File: src/rtl/core/assert_macros.svh
// Assertion helpers shared by the core
`ifndef ASSERT_MACROS_SVH
`define ASSERT_MACROS_SVH

// Implication checked on every clock edge outside reset
`define ASSERT_IMPL(label, clk, rst_n, ante, cons) \
    label: assert property (@(posedge clk) disable iff (!rst_n) (ante) |-> (cons)) \
        else $error("assertion failed");

// Next-cycle implication checked outside reset
`define ASSERT_NEXT(label, clk, rst_n, ante, cons) \
    label: assert property (@(posedge clk) disable iff (!rst_n) (ante) |=> (cons)) \
        else $error("assertion failed");

`endif

File: src/rtl/core/fpgt_pkg.sv
package fpgt_pkg;

    localparam int NSETS = 7;
    localparam int MU_W  = 13;   // 0..4096
    localparam int GAIN_W = 18;

    typedef enum logic [1:0] {
        REG_PROP_FLOOR  = 2'd0,
        REG_PROP_CEIL   = 2'd1,
        REG_DERIV_FLOOR = 2'd2,
        REG_DERIV_CEIL  = 2'd3
    } t_reg_idx;

    // commands from controller to datapath
    typedef struct packed {
        logic       load;     // capture input, clear aggregates
        logic       fuzz;     // compute memberships for set fuzz_idx
        logic [2:0] fuzz_idx;
        logic       infer;    // one rule row/col step
        logic [2:0] row;
        logic [2:0] col;
        logic       sums;     // form num/den for both gains
        logic       div_start;
        logic       div_step;
        logic       commit;   // add and clamp
    } t_dp_cmd;

    typedef struct packed {
        logic div_done;
    } t_dp_sts;

    // breakpoints: a, b, c
    function automatic logic signed [14:0] err_pt(input logic [2:0] s, input logic [1:0] k);
        logic signed [14:0] v;
        v = '0;
        case (s)
            3'd0: v = (k == 2'd2) ? -15'sd1440 : -15'sd2880;
            3'd1: v = (k == 2'd0) ? -15'sd2880 : (k == 2'd1) ? -15'sd1440 : 15'sd0;
            3'd2: v = (k == 2'd0) ? -15'sd1440 : (k == 2'd1) ? 15'sd0 : 15'sd1440;
            3'd3: v = (k == 2'd0) ? -15'sd320 : (k == 2'd1) ? 15'sd0 : 15'sd320;
            3'd4: v = (k == 2'd0) ? 15'sd0 : (k == 2'd1) ? 15'sd320 : 15'sd640;
            3'd5: v = (k == 2'd0) ? 15'sd320 : (k == 2'd1) ? 15'sd1120 : 15'sd2240;
            3'd6: v = (k == 2'd0) ? 15'sd1440 : 15'sd2880;
            default: v = '0;
        endcase
        return v;
    endfunction

    function automatic logic signed [14:0] rate_pt(input logic [2:0] s, input logic [1:0] k);
        logic signed [14:0] v;
        v = '0;
        case (s)
            3'd0: v = (k == 2'd2) ? -15'sd2720 : -15'sd4800;
            3'd1: v = (k == 2'd0) ? -15'sd3800 : (k == 2'd1) ? -15'sd1600 : 15'sd0;
            3'd2: v = (k == 2'd0) ? -15'sd960 : (k == 2'd1) ? -15'sd400 : 15'sd0;
            3'd3: v = (k == 2'd0) ? -15'sd320 : (k == 2'd1) ? 15'sd0 : 15'sd320;
            3'd4: v = (k == 2'd0) ? 15'sd0 : (k == 2'd1) ? 15'sd400 : 15'sd960;
            3'd5: v = (k == 2'd0) ? 15'sd0 : (k == 2'd1) ? 15'sd1600 : 15'sd3800;
            3'd6: v = (k == 2'd0) ? 15'sd2720 : 15'sd4800;
            default: v = '0;
        endcase
        return v;
    endfunction

    // reciprocal (2^24 + span/2) / span, worked out for each span that occurs
    function automatic logic [16:0] span_recip(input logic [13:0] span);
        logic [16:0] r;
        case (span)
            14'd320:  r = 17'd52429;
            14'd400:  r = 17'd41943;
            14'd560:  r = 17'd29959;
            14'd800:  r = 17'd20972;
            14'd1120: r = 17'd14980;
            14'd1440: r = 17'd11651;
            14'd1600: r = 17'd10486;
            14'd2080: r = 17'd8066;
            14'd2200: r = 17'd7626;
            14'd2720: r = 17'd6168;
            default:  r = 17'd0;
        endcase
        return r;
    endfunction

    function automatic logic [2:0] prop_rule(input logic [2:0] i, input logic [2:0] j);
        logic [20:0] row;
        case (i)
            3'd0: row = {3'd5, 3'd6, 3'd6, 3'd6, 3'd5, 3'd4, 3'd3};
            3'd1: row = {3'd4, 3'd5, 3'd5, 3'd6, 3'd4, 3'd3, 3'd2};
            3'd2: row = {3'd1, 3'd4, 3'd4, 3'd5, 3'd3, 3'd2, 3'd1};
            3'd3: row = {3'd2, 3'd1, 3'd2, 3'd2, 3'd1, 3'd1, 3'd2};
            3'd4: row = {3'd1, 3'd2, 3'd3, 3'd1, 3'd3, 3'd4, 3'd5};
            3'd5: row = {3'd1, 3'd2, 3'd3, 3'd2, 3'd4, 3'd5, 3'd6};
            3'd6: row = {3'd3, 3'd1, 3'd2, 3'd2, 3'd5, 3'd6, 3'd5};
            default: row = '0;
        endcase
        return row[j*3 +: 3];
    endfunction

    function automatic logic [2:0] deriv_rule(input logic [2:0] i, input logic [2:0] j);
        logic [20:0] row;
        case (i)
            3'd0: row = {3'd2, 3'd1, 3'd0, 3'd0, 3'd0, 3'd1, 3'd2};
            3'd1: row = {3'd3, 3'd2, 3'd1, 3'd0, 3'd1, 3'd2, 3'd3};
            3'd2: row = {3'd4, 3'd3, 3'd2, 3'd1, 3'd2, 3'd3, 3'd4};
            3'd3: row = {3'd5, 3'd4, 3'd3, 3'd3, 3'd3, 3'd4, 3'd5};
            3'd4: row = {3'd4, 3'd3, 3'd2, 3'd1, 3'd4, 3'd5, 3'd6};
            3'd5: row = {3'd1, 3'd3, 3'd4, 3'd4, 3'd5, 3'd6, 3'd6};
            3'd6: row = {3'd3, 3'd4, 3'd4, 3'd5, 3'd6, 3'd6, 3'd6};
            default: row = '0;
        endcase
        return row[j*3 +: 3];
    endfunction

    function automatic logic signed [3:0] centroid(input logic [2:0] k);
        logic signed [3:0] c;
        case (k)
            3'd0: c = -4'sd5;
            3'd1: c = -4'sd3;
            3'd2: c = -4'sd1;
            3'd3: c = 4'sd0;
            3'd4: c = 4'sd1;
            3'd5: c = 4'sd3;
            3'd6: c = 4'sd5;
            default: c = 4'sd0;
        endcase
        return c;
    endfunction

endpackage

File: src/rtl/core/fpgt_ctrl.sv
module fpgt_ctrl
    import fpgt_pkg::*;
(
    input  logic    i_clk,
    input  logic    i_rst_n,
    input  logic    i_in_valid,
    output logic    o_in_stall,
    output logic    o_out_valid,
    input  logic    i_out_stall,
    output t_dp_cmd o_cmd,
    input  t_dp_sts i_sts
);

    typedef enum logic [2:0] {
        S_IDLE, S_FUZZ, S_INFER, S_SUMS, S_DIV, S_COMMIT, S_OUT
    } t_state;

    t_state     r_state, n_state;
    logic [2:0] r_i, n_i;
    logic [2:0] r_j, n_j;
    logic       r_out_valid, n_out_valid;

    assign o_in_stall  = (r_state != S_IDLE);
    assign o_out_valid = r_out_valid;

    // next state and command decode
    always_comb begin
        n_state     = r_state;
        n_i         = r_i;
        n_j         = r_j;
        n_out_valid = r_out_valid;
        o_cmd       = '0;
        o_cmd.fuzz_idx = r_i;
        o_cmd.row   = r_i;
        o_cmd.col   = r_j;
        case (r_state)
            S_IDLE: begin
                if (i_in_valid) begin
                    o_cmd.load = 1'b1;
                    n_i        = '0;
                    n_state    = S_FUZZ;
                end
            end
            S_FUZZ: begin
                o_cmd.fuzz = 1'b1;
                if (r_i == 3'(NSETS - 1)) begin
                    n_i = '0;
                    n_j = '0;
                    n_state = S_INFER;
                end else begin
                    n_i = r_i + 3'd1;
                end
            end
            S_INFER: begin
                o_cmd.infer = 1'b1;
                if (r_j == 3'(NSETS - 1)) begin
                    n_j = '0;
                    if (r_i == 3'(NSETS - 1)) begin
                        n_state = S_SUMS;
                    end else begin
                        n_i = r_i + 3'd1;
                    end
                end else begin
                    n_j = r_j + 3'd1;
                end
            end
            S_SUMS: begin
                o_cmd.sums = 1'b1;
                n_state = S_DIV;
            end
            S_DIV: begin
                if (i_sts.div_done) begin
                    n_state = S_COMMIT;
                end else begin
                    o_cmd.div_step = 1'b1;
                end
            end
            S_COMMIT: begin
                o_cmd.commit = 1'b1;
                n_out_valid  = 1'b1;
                n_state      = S_OUT;
            end
            S_OUT: begin
                if (!i_out_stall) begin
                    n_out_valid = 1'b0;
                    n_state     = S_IDLE;
                end
            end
            default: n_state = S_IDLE;
        endcase
        o_cmd.div_start = (r_state == S_SUMS);
    end

    // state and registered outputs
    always_ff @(posedge i_clk) begin
        if (!i_rst_n) begin
            r_state     <= S_IDLE;
            r_i         <= '0;
            r_j         <= '0;
            r_out_valid <= 1'b0;
        end else begin
            r_state     <= n_state;
            r_i         <= n_i;
            r_j         <= n_j;
            r_out_valid <= n_out_valid;
        end
    end

endmodule

File: src/rtl/core/fpgt_dp.sv
module fpgt_dp
    import fpgt_pkg::*;
#(
    parameter int GAIN_FRAC_BITS = 12
) (
    input  logic                      i_clk,
    input  logic                      i_rst_n,
    input  t_dp_cmd                   i_cmd,
    output t_dp_sts                   o_sts,
    input  logic signed [12:0]        i_angle_error,
    input  logic signed [13:0]        i_error_rate,
    input  logic [GAIN_W-1:0]         i_pf, i_pc, i_df, i_dc,
    output logic [GAIN_W-1:0]         o_prop_gain,
    output logic [GAIN_W-1:0]         o_deriv_gain
);

    // num magnitude: <= 5*4096*7 < 2^18; shifted by frac bits
    localparam int NUM_W = 18;
    localparam int DEN_W = 16;
    localparam int DVD_W = NUM_W + GAIN_FRAC_BITS + 1;
    localparam int DVS_W = DEN_W + 4;
    localparam int CNT_W = $clog2(DVD_W + 1);

    logic signed [13:0] r_e, r_r;
    logic [MU_W-1:0]    r_mu_e [NSETS];
    logic [MU_W-1:0]    r_mu_r [NSETS];
    logic [MU_W-1:0]    r_agg_p [NSETS];
    logic [MU_W-1:0]    r_agg_d [NSETS];

    // triangular membership of x in set given its points
    function automatic logic [MU_W-1:0] tri_mu(input logic signed [14:0] x,
                                               input logic signed [14:0] a,
                                               input logic signed [14:0] b,
                                               input logic signed [14:0] c);
        logic [13:0] offs, span;
        logic [31:0] prod;
        logic [MU_W-1:0] v;
        logic        on_edge, flat;
        offs = '0; span = '0; flat = 1'b0; on_edge = 1'b0;
        if (x >= a && x <= b) begin
            on_edge = 1'b1; flat = (a == b);
            offs = 14'(x - a); span = 14'(b - a);
        end else if (x > b && x <= c) begin
            on_edge = 1'b1; flat = (b == c);
            offs = 14'(c - x); span = 14'(c - b);
        end
        prod = 32'(offs) * 32'(span_recip(span)) + 32'd2048;
        if (!on_edge)              v = '0;
        else if (flat)             v = 13'd4096;
        else if (prod[31:12] > 20'd4096) v = 13'd4096;
        else                       v = prod[24:12];
        return v;
    endfunction

    // one rule per cycle
    logic [MU_W-1:0] w_alpha, w_me, w_mr;
    logic [2:0]      w_kp, w_kd;
    assign w_me    = r_mu_e[i_cmd.col];
    assign w_mr    = r_mu_r[i_cmd.row];
    assign w_alpha = (w_me < w_mr) ? w_me : w_mr;
    assign w_kp    = prop_rule(i_cmd.row, i_cmd.col);
    assign w_kd    = deriv_rule(i_cmd.row, i_cmd.col);

    // input capture on load, membership one set per cycle, max aggregation on infer
    always_ff @(posedge i_clk) begin
        if (i_cmd.load) begin
            r_e <= 14'(i_angle_error);
            r_r <= i_error_rate;
            for (int k = 0; k < NSETS; k++) begin
                r_agg_p[k] <= '0;
                r_agg_d[k] <= '0;
            end
        end
        if (i_cmd.fuzz) begin
            r_mu_e[i_cmd.fuzz_idx] <= tri_mu(15'(r_e), err_pt(i_cmd.fuzz_idx, 2'd0),
                err_pt(i_cmd.fuzz_idx, 2'd1), err_pt(i_cmd.fuzz_idx, 2'd2));
            r_mu_r[i_cmd.fuzz_idx] <= tri_mu(15'(r_r), rate_pt(i_cmd.fuzz_idx, 2'd0),
                rate_pt(i_cmd.fuzz_idx, 2'd1), rate_pt(i_cmd.fuzz_idx, 2'd2));
        end
        if (i_cmd.infer) begin
            if (w_alpha > r_agg_p[w_kp]) r_agg_p[w_kp] <= w_alpha;
            if (w_alpha > r_agg_d[w_kd]) r_agg_d[w_kd] <= w_alpha;
        end
    end

    // centroid sums over seven aggregates
    logic signed [NUM_W+1:0] w_num_p, w_num_d;
    logic [DEN_W-1:0]        w_den_p, w_den_d;
    always_comb begin
        w_num_p = '0; w_num_d = '0; w_den_p = '0; w_den_d = '0;
        for (int k = 0; k < NSETS; k++) begin
            w_num_p = w_num_p + (NUM_W+2)'($signed({1'b0, r_agg_p[k]})) * centroid(3'(k));
            w_num_d = w_num_d + (NUM_W+2)'($signed({1'b0, r_agg_d[k]})) * centroid(3'(k));
            w_den_p = w_den_p + DEN_W'(r_agg_p[k]);
            w_den_d = w_den_d + DEN_W'(r_agg_d[k]);
        end
    end

    // two restoring dividers stepping together
    logic [DVD_W-1:0] r_q_p, r_q_d;
    logic [DVS_W:0]   r_rem_p, r_rem_d;
    logic [DVS_W-1:0] r_dv_p, r_dv_d;
    logic             r_neg_p, r_neg_d;
    logic [CNT_W-1:0] r_cnt;
    logic [DVS_W:0]   w_tp, w_td;

    assign w_tp = {r_rem_p[DVS_W-1:0], r_q_p[DVD_W-1]};
    assign w_td = {r_rem_d[DVS_W-1:0], r_q_d[DVD_W-1]};
    assign o_sts.div_done = (r_cnt == '0);

    function automatic logic [DVD_W-1:0] dividend(input logic signed [NUM_W+1:0] n,
                                                   input logic [DEN_W-1:0] d);
        logic [NUM_W-1:0] mag;
        mag = n[NUM_W+1] ? NUM_W'(-n) : NUM_W'(n);
        return (DVD_W'(mag) << GAIN_FRAC_BITS) + DVD_W'(5 * 32'(d));
    endfunction

    always_ff @(posedge i_clk) begin
        if (!i_rst_n) begin
            r_cnt <= '0;
        end else if (i_cmd.div_start) begin
            r_cnt <= CNT_W'(DVD_W);
        end else if (i_cmd.div_step) begin
            r_cnt <= r_cnt - 1'b1;
        end
        if (i_cmd.div_start) begin
            r_q_p   <= dividend(w_num_p, w_den_p);
            r_q_d   <= dividend(w_num_d, w_den_d);
            r_dv_p  <= DVS_W'(w_den_p) * DVS_W'(10);
            r_dv_d  <= DVS_W'(w_den_d) * DVS_W'(10);
            r_neg_p <= w_num_p[NUM_W+1];
            r_neg_d <= w_num_d[NUM_W+1];
            r_rem_p <= '0;
            r_rem_d <= '0;
        end else if (i_cmd.div_step) begin
            if (w_tp >= {1'b0, r_dv_p}) begin
                r_rem_p <= w_tp - {1'b0, r_dv_p};
                r_q_p   <= {r_q_p[DVD_W-2:0], 1'b1};
            end else begin
                r_rem_p <= w_tp;
                r_q_p   <= {r_q_p[DVD_W-2:0], 1'b0};
            end
            if (w_td >= {1'b0, r_dv_d}) begin
                r_rem_d <= w_td - {1'b0, r_dv_d};
                r_q_d   <= {r_q_d[DVD_W-2:0], 1'b1};
            end else begin
                r_rem_d <= w_td;
                r_q_d   <= {r_q_d[DVD_W-2:0], 1'b0};
            end
        end
    end

    // add increment and clamp: ceiling first, then floor
    function automatic logic [GAIN_W-1:0] clamp(input logic [GAIN_W-1:0] acc,
                                                input logic [DVD_W-1:0] q,
                                                input logic neg, input logic zero,
                                                input logic [GAIN_W-1:0] lo,
                                                input logic [GAIN_W-1:0] hi);
        logic signed [DVD_W+2:0] v;
        v = $signed((DVD_W+3)'(acc));
        if (!zero) v = neg ? v - $signed((DVD_W+3)'(q)) : v + $signed((DVD_W+3)'(q));
        if (v > $signed((DVD_W+3)'(hi))) v = $signed((DVD_W+3)'(hi));
        if (v < $signed((DVD_W+3)'(lo))) v = $signed((DVD_W+3)'(lo));
        return v[GAIN_W-1:0];
    endfunction

    logic [GAIN_W-1:0] r_kp, r_kd;
    always_ff @(posedge i_clk) begin
        if (!i_rst_n) begin
            r_kp <= '0;
            r_kd <= '0;
        end else if (i_cmd.commit) begin
            r_kp <= clamp(r_kp, r_q_p, r_neg_p, r_dv_p == '0, i_pf, i_pc);
            r_kd <= clamp(r_kd, r_q_d, r_neg_d, r_dv_d == '0, i_df, i_dc);
        end
    end

    assign o_prop_gain  = r_kp;
    assign o_deriv_gain = r_kd;

endmodule

File: src/rtl/core/fuzzy_pd_gain_tuner_core.sv
// Fuzzy self-tuning PD gain core.
// Input channel: i_in_valid / o_in_stall carry i_angle_error (Q.4 deg) and
// i_error_rate (Q.2). Output channel: o_out_valid / i_out_stall carry the
// updated, clamped o_prop_gain and o_deriv_gain (Q.GAIN_FRAC_BITS).
// One item is in flight at a time. After a transfer the core runs
// fuzzification (one set per cycle) and min-max inference (one rule a cycle),
// forms the centroid sums, runs the two shift-subtract dividers side by side
// (one step per dividend bit, then a check that sees the count run out), and
// finally adds and clamps before it shows the result.
// The result holds while i_out_stall is high; a new input is taken the cycle
// after the result transfer.
// Config writes (i_cfg_we, i_cfg_idx, i_cfg_wdata) take effect at once and
// must be made only while idle; the core does not enforce this. All four
// i_cfg_idx values select a limit register.
// Reset (synchronous, active low) clears both gains, restores clamp limits
// (25.0 and 10.0 ceilings, zero floors) and empties the pipeline.
`include "assert_macros.svh"
module fuzzy_pd_gain_tuner_core
    import fpgt_pkg::*;
#(
    parameter int GAIN_FRAC_BITS = 12
) (
    input  logic                 i_clk,
    input  logic                 i_rst_n,
    input  logic                 i_in_valid,
    output logic                 o_in_stall,
    input  logic signed [12:0]   i_angle_error,
    input  logic signed [13:0]   i_error_rate,
    output logic                 o_out_valid,
    input  logic                 i_out_stall,
    output logic [GAIN_W-1:0]    o_prop_gain,
    output logic [GAIN_W-1:0]    o_deriv_gain,
    input  logic                 i_cfg_we,
    input  logic [1:0]           i_cfg_idx,
    input  logic [GAIN_W-1:0]    i_cfg_wdata
);

    t_dp_cmd w_cmd;
    t_dp_sts w_sts;
    logic [GAIN_W-1:0] r_pf, r_pc, r_df, r_dc;

    // clamp limit registers
    always_ff @(posedge i_clk) begin
        if (!i_rst_n) begin
            r_pf <= '0;
            r_pc <= GAIN_W'(102400);
            r_df <= '0;
            r_dc <= GAIN_W'(40960);
        end else if (i_cfg_we) begin
            case (t_reg_idx'(i_cfg_idx))
                REG_PROP_FLOOR:  r_pf <= i_cfg_wdata;
                REG_PROP_CEIL:   r_pc <= i_cfg_wdata;
                REG_DERIV_FLOOR: r_df <= i_cfg_wdata;
                REG_DERIV_CEIL:  r_dc <= i_cfg_wdata;
                default: ;
            endcase
        end
    end

    fpgt_ctrl u_ctrl (
        .i_clk, .i_rst_n, .i_in_valid, .o_in_stall, .o_out_valid, .i_out_stall,
        .o_cmd(w_cmd), .i_sts(w_sts)
    );

    fpgt_dp #(.GAIN_FRAC_BITS(GAIN_FRAC_BITS)) u_dp (
        .i_clk, .i_rst_n, .i_cmd(w_cmd), .o_sts(w_sts),
        .i_angle_error, .i_error_rate,
        .i_pf(r_pf), .i_pc(r_pc), .i_df(r_df), .i_dc(r_dc),
        .o_prop_gain, .o_deriv_gain
    );

    `ASSERT_IMPL(a_no_accept_busy, i_clk, i_rst_n, o_out_valid, o_in_stall)
    `ASSERT_NEXT(a_hold_result, i_clk, i_rst_n, o_out_valid && i_out_stall,
        o_out_valid && $stable(o_prop_gain) && $stable(o_deriv_gain))
    `ASSERT_IMPL(a_cmd_excl, i_clk, i_rst_n, 1'b1,
        $onehot0({w_cmd.load, w_cmd.fuzz, w_cmd.infer, w_cmd.div_step, w_cmd.commit}))

endmodule
File: config.mk
export PLATFORM = sky130hd
export DESIGN_NAME = fuzzy_pd_gain_tuner_core
export DESIGN_NICKNAME = d
export VERILOG_FILES = /design/src/rtl/core/fpgt_pkg.sv /design/src/rtl/core/fpgt_ctrl.sv /design/src/rtl/core/fpgt_dp.sv /design/src/rtl/core/fuzzy_pd_gain_tuner_core.sv
export VERILOG_INCLUDE_DIRS = /design/src /design/src/rtl/core
export SDC_FILE = /design/constraint.sdc
export NUM_CORES = 2
export LEC_CHECK = 0
export ABC_AREA = 1
export BUFFER_PORTS_ARGS = -buffer_cell sky130_fd_sc_hd__buf_2
export CAP_MARGIN = 20
export CORE_ASPECT_RATIO = 1.2
export CORE_MARGIN = 2
export CORE_UTILIZATION = 25
export CTS_BUF_LIST = sky130_fd_sc_hd__clkbuf_8
export CTS_CLUSTER_SIZE = 16
export DETAILED_ROUTE_END_ITERATION = 8
export PLACE_DENSITY = 0.44
export SYNTH_ARGS = -nofsm -noshare
export SYNTH_HDL_FRONTEND = slang
export SYNTH_SLANG_ARGS = --single-unit
File: constraint.sdc
create_clock -name i_clk -period 13.9 [get_ports i_clk]
set_input_delay 2.78 -clock i_clk [delete_from_list [all_inputs] [get_ports i_clk]]
set_output_delay 2.78 -clock i_clk [all_outputs]
set_load 0.02 [all_outputs]
== Word level (Yosys, flattened, before mapping) ==
Memory sizes are Yosys's and may differ from the RTL's. A register that Yosys moved wholly into a read port is not among the register bits.
Cells that the tools add are included.
Storage, ports and cells
  register bits after elaboration: 292
  memory bits (writable): 364
  bits of input ports: 52
  output and inout port bits: 38
  word-level logic and storage cells: 304
  memories kept: 4
Operators by class
  add/sub/neg operators: 47
  $mul: 15
  $lt $le $gt $ge: 19
  equality and inequality tests: 47
  shift operators: 2
  muxes and demuxes: 123
  reductions and logical operators: 26
Memory list
  u_dp.r_agg_d: depth 7, width 13, rd ports 8, clocked after memory_dff 0, write ports 7, line fpgt_dp.sv:28  | logic [MU_W-1:0] r_agg_d [NSETS];
  u_dp.r_agg_p: depth 7, width 13, rd ports 8, clocked after memory_dff 0, write ports 7, line fpgt_dp.sv:27  | logic [MU_W-1:0] r_agg_p [NSETS];
  u_dp.r_mu_e: depth 7, width 13, rd ports 1, clocked after memory_dff 1, write ports 1, line fpgt_dp.sv:25  | logic [MU_W-1:0] r_mu_e [NSETS];
  u_dp.r_mu_r: depth 7, width 13, rd ports 1, clocked after memory_dff 1, write ports 1, line fpgt_dp.sv:26  | logic [MU_W-1:0] r_mu_r [NSETS];
Operator list (count)
  two-way mux 34 bit: 14
  one-hot mux 16 bit (10 select lines): 2
  one-hot mux 15 bit (5 select lines): 4
  one-hot mux 21 bit (7 select lines): 2
  one-hot mux 15 bit (6 select lines): 2
  two-way mux 14 bit: 12
  adder 16 x 13 -> 16 bit: 10
  two-way mux 13 bit: 11
  two-way mux 31 bit: 4
  adder 20 bit: 6
  two-way mux 15 bit: 6
  == test 14 x 11 -> 1 bit (second input constant): 6
  == test 14 x 12 -> 1 bit (second input constant): 6
  subtractor 14 bit: 6
  two-way mux 18 bit: 4
  > comparator 34 x 19 -> 1 bit: 2
  < comparator 34 x 19 -> 1 bit: 2
  adder 18 x 31 -> 32 bit: 2
  adder 31 x 12 -> 32 bit (second input constant): 2
  subtractor 18 x 31 -> 32 bit: 2
  adder 30 x 19 -> 31 bit: 2
  multiplier 14 x 17 -> 31 bit: 2
  == test 15 bit: 4
  == test 14 x 10 -> 1 bit (second input constant): 4
  57 further kinds: 162

== Logic depth before layout (Yosys ltp) ==
  depth after elaboration: 18
  gate-level depth with buffers: 66
  depth with buffers taken out: 63

== Hierarchy ==
Synthesis repeated with hierarchy kept, for this count alone.
Second synthesis, totals
  cell total of the unflattened synthesis: 9740
  area, all modules: 76504.6 um^2
Modules (own cells, without submodules)
  fpgt_dp: instances 1, cells each 9171, area each 72756.0 um^2, seq. area each 16425.8 um^2
  fuzzy_pd_gain_tuner_core: instances 1, cells each 456, area each 3062.9 um^2, seq. area each 1441.4 um^2
  fpgt_ctrl: instances 1, cells each 113, area each 685.7 um^2, seq. area each 200.2 um^2

== Worst setup path after synthesis ==
OpenSTA, ideal clock, no wires.
  kind: register to register
  from: register u_ctrl.r_i[1]
  to: memory u_dp.r_mu_r[0][10] (data pin)
  setup time: 0.170 ns
  data arrival time: 9.602 ns
  path slack: 4.127 ns
  cell stages (with the launch flop): 56
  cells stage by stage: dfxtp_1 -> buf_4 -> inv_1 -> ha_1 -> nand2_2 -> nand2_1 -> nor2_4 -> inv_1 -> nor2_1 -> inv_1 -> ha_1 -> nand2_1 -> inv_1 -> nand2_1 -> nand2_1 -> nand2_1 -> nand4_1 -> nand3_4 -> [20 not listed] -> fa_1 -> inv_1 -> fa_1 -> inv_1 -> ha_1 -> a21oi_1 -> o21ai_0 -> a21oi_1 -> inv_1 -> a221oi_1 -> a21o_1 -> nand2_1 -> nor2_1 -> nand2_1 -> nor2_2 -> nand2_2 -> buf_6 -> nor2_2
On the way
  cells in the longest elaborated chain, start to end: 18
RTL lines
  from (decl): line fpgt_ctrl.sv:19  | logic [2:0] r_i, n_i;
  from (signal assigned): line fpgt_ctrl.sv:103  | r_i <= n_i;
  == test 3 bit (tied with other cells): line fpgt_pkg.sv:52  | case (s)
  one-hot mux 15 bit (6 select lines) / one-hot mux 15 bit (5 select lines) (equally long branches): line fpgt_pkg.sv:52
  two-way mux 15 bit: line fpgt_dp.sv:74  | if (i_cmd.fuzz) begin
  > comparator 14 x 15 -> 1 bit / <= comparator 14 x 15 -> 1 bit (equally long branches): line fpgt_dp.sv:43  | end else if (x > b && x <= c) begin
  logical AND 1 bit: line fpgt_dp.sv:43
  two-way mux 14 bit: line fpgt_dp.sv:43
  two-way mux 14 bit: line fpgt_dp.sv:40  | if (x >= a && x <= b) begin
  two-way mux 14 bit: line fpgt_dp.sv:74
  [2 not listed]
  two-way mux 17 bit: line fpgt_dp.sv:74
  multiplier 14 x 17 -> 31 bit: line fpgt_dp.sv:47  | prod = 32'(offs) * 32'(span_recip(span)) + 32'd2048;
  adder 31 x 12 -> 32 bit: line fpgt_dp.sv:47
  > comparator 20 x 13 -> 1 bit: line fpgt_dp.sv:50  | else if (prod[31:12] > 20'd4096) v = 13'd4096;
  two-way mux 13 bit: line fpgt_dp.sv:50
  two-way mux 13 bit: line fpgt_dp.sv:49  | else if (flat) v = 13'd4096;
  two-way mux 13 bit *: line fpgt_dp.sv:48  | if (!on_edge) v = '0;
  two-way mux 13 bit *: line fpgt_dp.sv:74
  to (decl): line fpgt_dp.sv:26
Every way passes the cells marked *; elsewhere a longest branch is shown, timed or not. The select of a mux whose other input is x is not followed.

== Worst setup path in the final report ==
  from: register u_ctrl.r_i[1]
  to: memory u_dp.r_mu_e[5][1] (data pin)
On the way
  cells in the longest elaborated chain, start to end: 18
RTL lines
  == test 3 bit (tied with other cells): line fpgt_pkg.sv:36  | case (s)
  one-hot mux 15 bit (6 select lines) (tied with other cells): line fpgt_pkg.sv:36
  two-way mux 15 bit / one-hot mux 15 bit (5 select lines) (equally long branches): line fpgt_dp.sv:74, fpgt_pkg.sv:36
  <= comparator 13 x 15 -> 1 bit (tied with other cells): line fpgt_dp.sv:43
  logical AND 1 bit / greater-or-equal comparator 13 x 15 -> 1 bit (equally long branches): line fpgt_dp.sv:43, fpgt_dp.sv:40
  two-way mux 14 bit / logical AND 1 bit (equally long branches): line fpgt_dp.sv:43, fpgt_dp.sv:40
  two-way mux 14 bit: line fpgt_dp.sv:40
  two-way mux 14 bit: line fpgt_dp.sv:74
  [2 not listed]
  two-way mux 17 bit: line fpgt_dp.sv:74
  multiplier 14 x 17 -> 31 bit: line fpgt_dp.sv:47
  adder 31 x 12 -> 32 bit: line fpgt_dp.sv:47
  > comparator 20 x 13 -> 1 bit: line fpgt_dp.sv:50
  two-way mux 13 bit: line fpgt_dp.sv:50
  two-way mux 13 bit: line fpgt_dp.sv:49
  two-way mux 13 bit *: line fpgt_dp.sv:48
  two-way mux 13 bit *: line fpgt_dp.sv:74
  to (decl): line fpgt_dp.sv:25
Marked as above.

==> results.json <==
{
  "rows": 226,
  "slowest_stage": "dfxtp_1",
  "cts_tree": "built",
  "fin_setup_tns_ns": 0,
  "endpoint_kind": "flip-flop",
  "max_cap_viol_count": 0,
  "grt_overflow": 0,
  "syn_area_per_cell_um2": 7.836,
  "gp_congestion": 0.8702,
  "cp-start-kind": "flip-flop",
  "postRouteAntennaNets": 0,
  "insertion_delay_ns": 0.89,
  "die_w_um": 517.8,
  "vias": 65090,
  "reg2reg_slack_ns": 1.26,
  "holdPathEnd": "u_dp.r_rem_p[16]",
  "antenna_found_initial": 6,
  "die_h_um": 620.6,
  "fin_skew_ns": 0.07245,
  "dpl_worst_slack_ns": 1.193,
  "grt_pass1_wl_um": 387500,
  "rsz0062_at_grt": "false",
  "stdcell_area_um2": 87410,
  "dieArea_um2": 321300,
  "first_pass_iters": 8,
  "ys.flop_type": "edfxtp_1",
  "run_status": "complete, no violations",
  "r2r_end": "u_dp.r_mu_e[5][1]",
  "fmax_mhz": 79.11,
  "post_cts_resized": 0,
  "ctsHtreeMaxLevel": 4,
  "cts.sink_count": 688,
  "area.growth.synth_to_final_pct": 10.37,
  "core-area_um2": 315600,
  "fin_crit_ns": 12.64,
  "nets": 11820,
  "min_path_cells": 2,
  "syn_inst": 10110,
  "drt_iter0_markers": 3475,
  "drive_above_1_share_pct": 5.360,
  "viasPerCell": 4.489,
  "grt_max_degree": 78,
  "drc": 0,
  "io_pins": 90,
  "max-slew-margin-rel_pct": 24.24,
  "port_buffers": 89,
  "place_area_um2": 84580,
  "crit-reg2reg-launch": "u_ctrl.r_i[1]",
  "routed_wl_um": 250300,
  "max_stage_delay_ns": 0.75,
  "cts_made_buffers": 146,
  "maxSlewViolCount": 0,
  "cts_hold_buf": 0,
  "start_util_pct": 25.10,
  "finalHoldViolCount": 0,
  "path_clk_slew_ns": 0.06,
  "critPathMostFrequentCell": "nand2_1",
  "finalWorstSetupSlack_ns": 1.259,
  "cts_setup_buffers": 0,
  "async_flop_share_pct": 0,
  "clockBufferDepth": 4,
  "cts-root-buf": "clkbuf_8",
  "ys_types": 76,
  "grt_pass1_vias": 66660,
  "critPathMaxFanout": 17,
  "rr_worst_depth": 50,
  "fillCellCount": 34750,
  "ys_seq_elements": 688,
  "wl_per_cell_um": 17.27,
  "hpwl_um": 203800,
  "yosysSeqAreaShare_pct": 23.62,
  "crit_type": "flip-flop to flip-flop",
  "hold_start": "u_dp.r_rem_p[16]",
  "min_path_type": "flip-flop to flip-flop",
  "crit_arrival_ns": 13.29,
  "netlist_area_um2": 79190,
  "required_ns": 14.55,
  "syn-num-nets": 11760,
  "tightest_slew_ns": 1.132,
  "track_usage_pct": 15.33,
  "synth_edf_count": 493,
  "yosysWarnings": 0,
  "finalCritPeriodShare_pct": 90.94,
  "setup_violations": 0
}
[kinds of logic after synthesis]
logic type,synth area share [%]
xor gates and xnor gates,3.759
muxes,0.1011
adders and majority gates,31.15
and+or+nand+nor,18.13
DFF,23.62
buffers and inverters,10.60
AOI/OAI and AO/OA,12.64
[area by class of cell]
type	instances	area, µm²	area share [%]
multi-input combinational	7199	52170	59.68
sequential	688	18710	21.40
inverter	1968	7388	8.453
tap	4218	5278	6.038
clock buffer	167	2298	2.630
timing repair buffer	171	1072	1.227
clock inverter	87	494.2	0.5654
antenna	1	2.502	0.002863
[through the flow]
stage / hold slack, ns / util, % / std cells
6_report: 0.4748 / 27.70 / 14500
3_5_place_dp: 0.4641 / 26.80 / 14240
3_3_place_gp: 0.4654 / 26.80 / 14240
4_1_cts: 0.4778 / 27.69 / 14500
5_1_grt: 0.4973 / 27.70 / 14500
2_1_floorplan: 0.4374 / - / 10110
[worst max-delay path by stage]
stage | startpoint | endpoint | slack [ns] | cells past startpoint
finish | u_ctrl.r_i[1] | u_dp.r_mu_e[5][1] | 1.26 | 50
global route | u_ctrl.r_i[1] | u_dp.r_mu_e[6][1] | 0.16 | 50
CTS | u_ctrl.r_i[1] | u_dp.r_mu_e[6][0] | 1.16 | 50
detailed placement | u_ctrl.r_i[1] | u_dp.r_mu_e[6][0] | 1.19 | 50
global placement | u_ctrl.r_i[1] | u_dp.r_mu_e[6][0] | 1.29 | 50
floorplan | u_ctrl.r_i[1] | u_dp.r_mu_r[0][10] | 4.13 | 55
[registers in the layout, indices dropped and copies added (netlist names), 13 cells and up, named ones only]
name,count
r_dc,18
r_df,18
r_pc,18
r_pf,18
u_dp.o_deriv_gain,18
u_dp.o_prop_gain,18
u_dp.r_agg_d,104
u_dp.r_agg_p,104
u_dp.r_dv_d,19
u_dp.r_dv_p,19
u_dp.r_e,13
u_dp.r_mu_e,91
u_dp.r_mu_r,91
u_dp.r_q_d,31
u_dp.r_q_p,31
u_dp.r_r,14
u_dp.r_rem_d,20
u_dp.r_rem_p,20
[per-layer routing]
metal	vias up	track usage (%)	share of wire [%]
li1	32800	-	-
met1	30940	18.95	44
met2	1044	28.27	51
met3	307	1.500	2.9
met4	2	3.819	2.5
met5	-	0	0.0048
[critical path: cells and delay by family, from the launching register on]
family | cells | cell delay [ns]
flops | 1 | 0.75
fa+ha+maj | 9 | 4.05
buf+inv | 10 | 1.46
compound gates | 7 | 1.78
simple gates | 24 | 4.32
[cell usage after synthesis, types with 23 or more instances]
library cell,count,area [µm²]
xnor2_1,106,928.4
o21bai_1,43,322.8
o21ai_0,683,3418
a21oi_1,785,3929
nor2_2,28,175.2
inv_1,1922,7214
inv_2,33,123.9
fa_1,623,12470
nand3_1,408,2042
a31oi_1,29,181.4
o211ai_1,37,277.8
nor3_1,89,445.4
a21o_1,42,315.3
clkbuf_1,205,769.5
or2_2,34,212.7
nand4_1,71,444.2
dfxtp_1,195,3904
edfxtp_1,493,14800
ha_1,975,12200
o22ai_1,52,325.3
nor4_1,32,200.2
xor2_1,232,2032
buf_1,24,90.09
nand2_1,1720,6456
nor2_1,944,3543
nand3b_1,23,172.7
nand2_2,26,162.7
[cell usage in the layout, fill, tap and decap left out, drive strengths merged, types with 8 or more instances in the layout]
master,count
a311oi,12
clkinv,50
fa,623
dfxtp,195
o31ai,19
nand3b,24
and2,9
nor2,980
mux2i,8
inv,1994
o21a,19
buf,170
a211oi,9
xnor2,106
edfxtp,493
nand3,416
a31oi,29
xor2,233
a21oi,787
o21ai,714
o22ai,52
or2,36
o221ai,18
o21bai,43
nor4,32
a21o,42
nor3,90
o211ai,37
ha,975
nand4,72
clkbuf,168
a21boi,8
nand2,1755
Power is left out: the tool's default activity adds up to more than one toggle a clock period on the data nets, which glitch-free logic cannot reach.
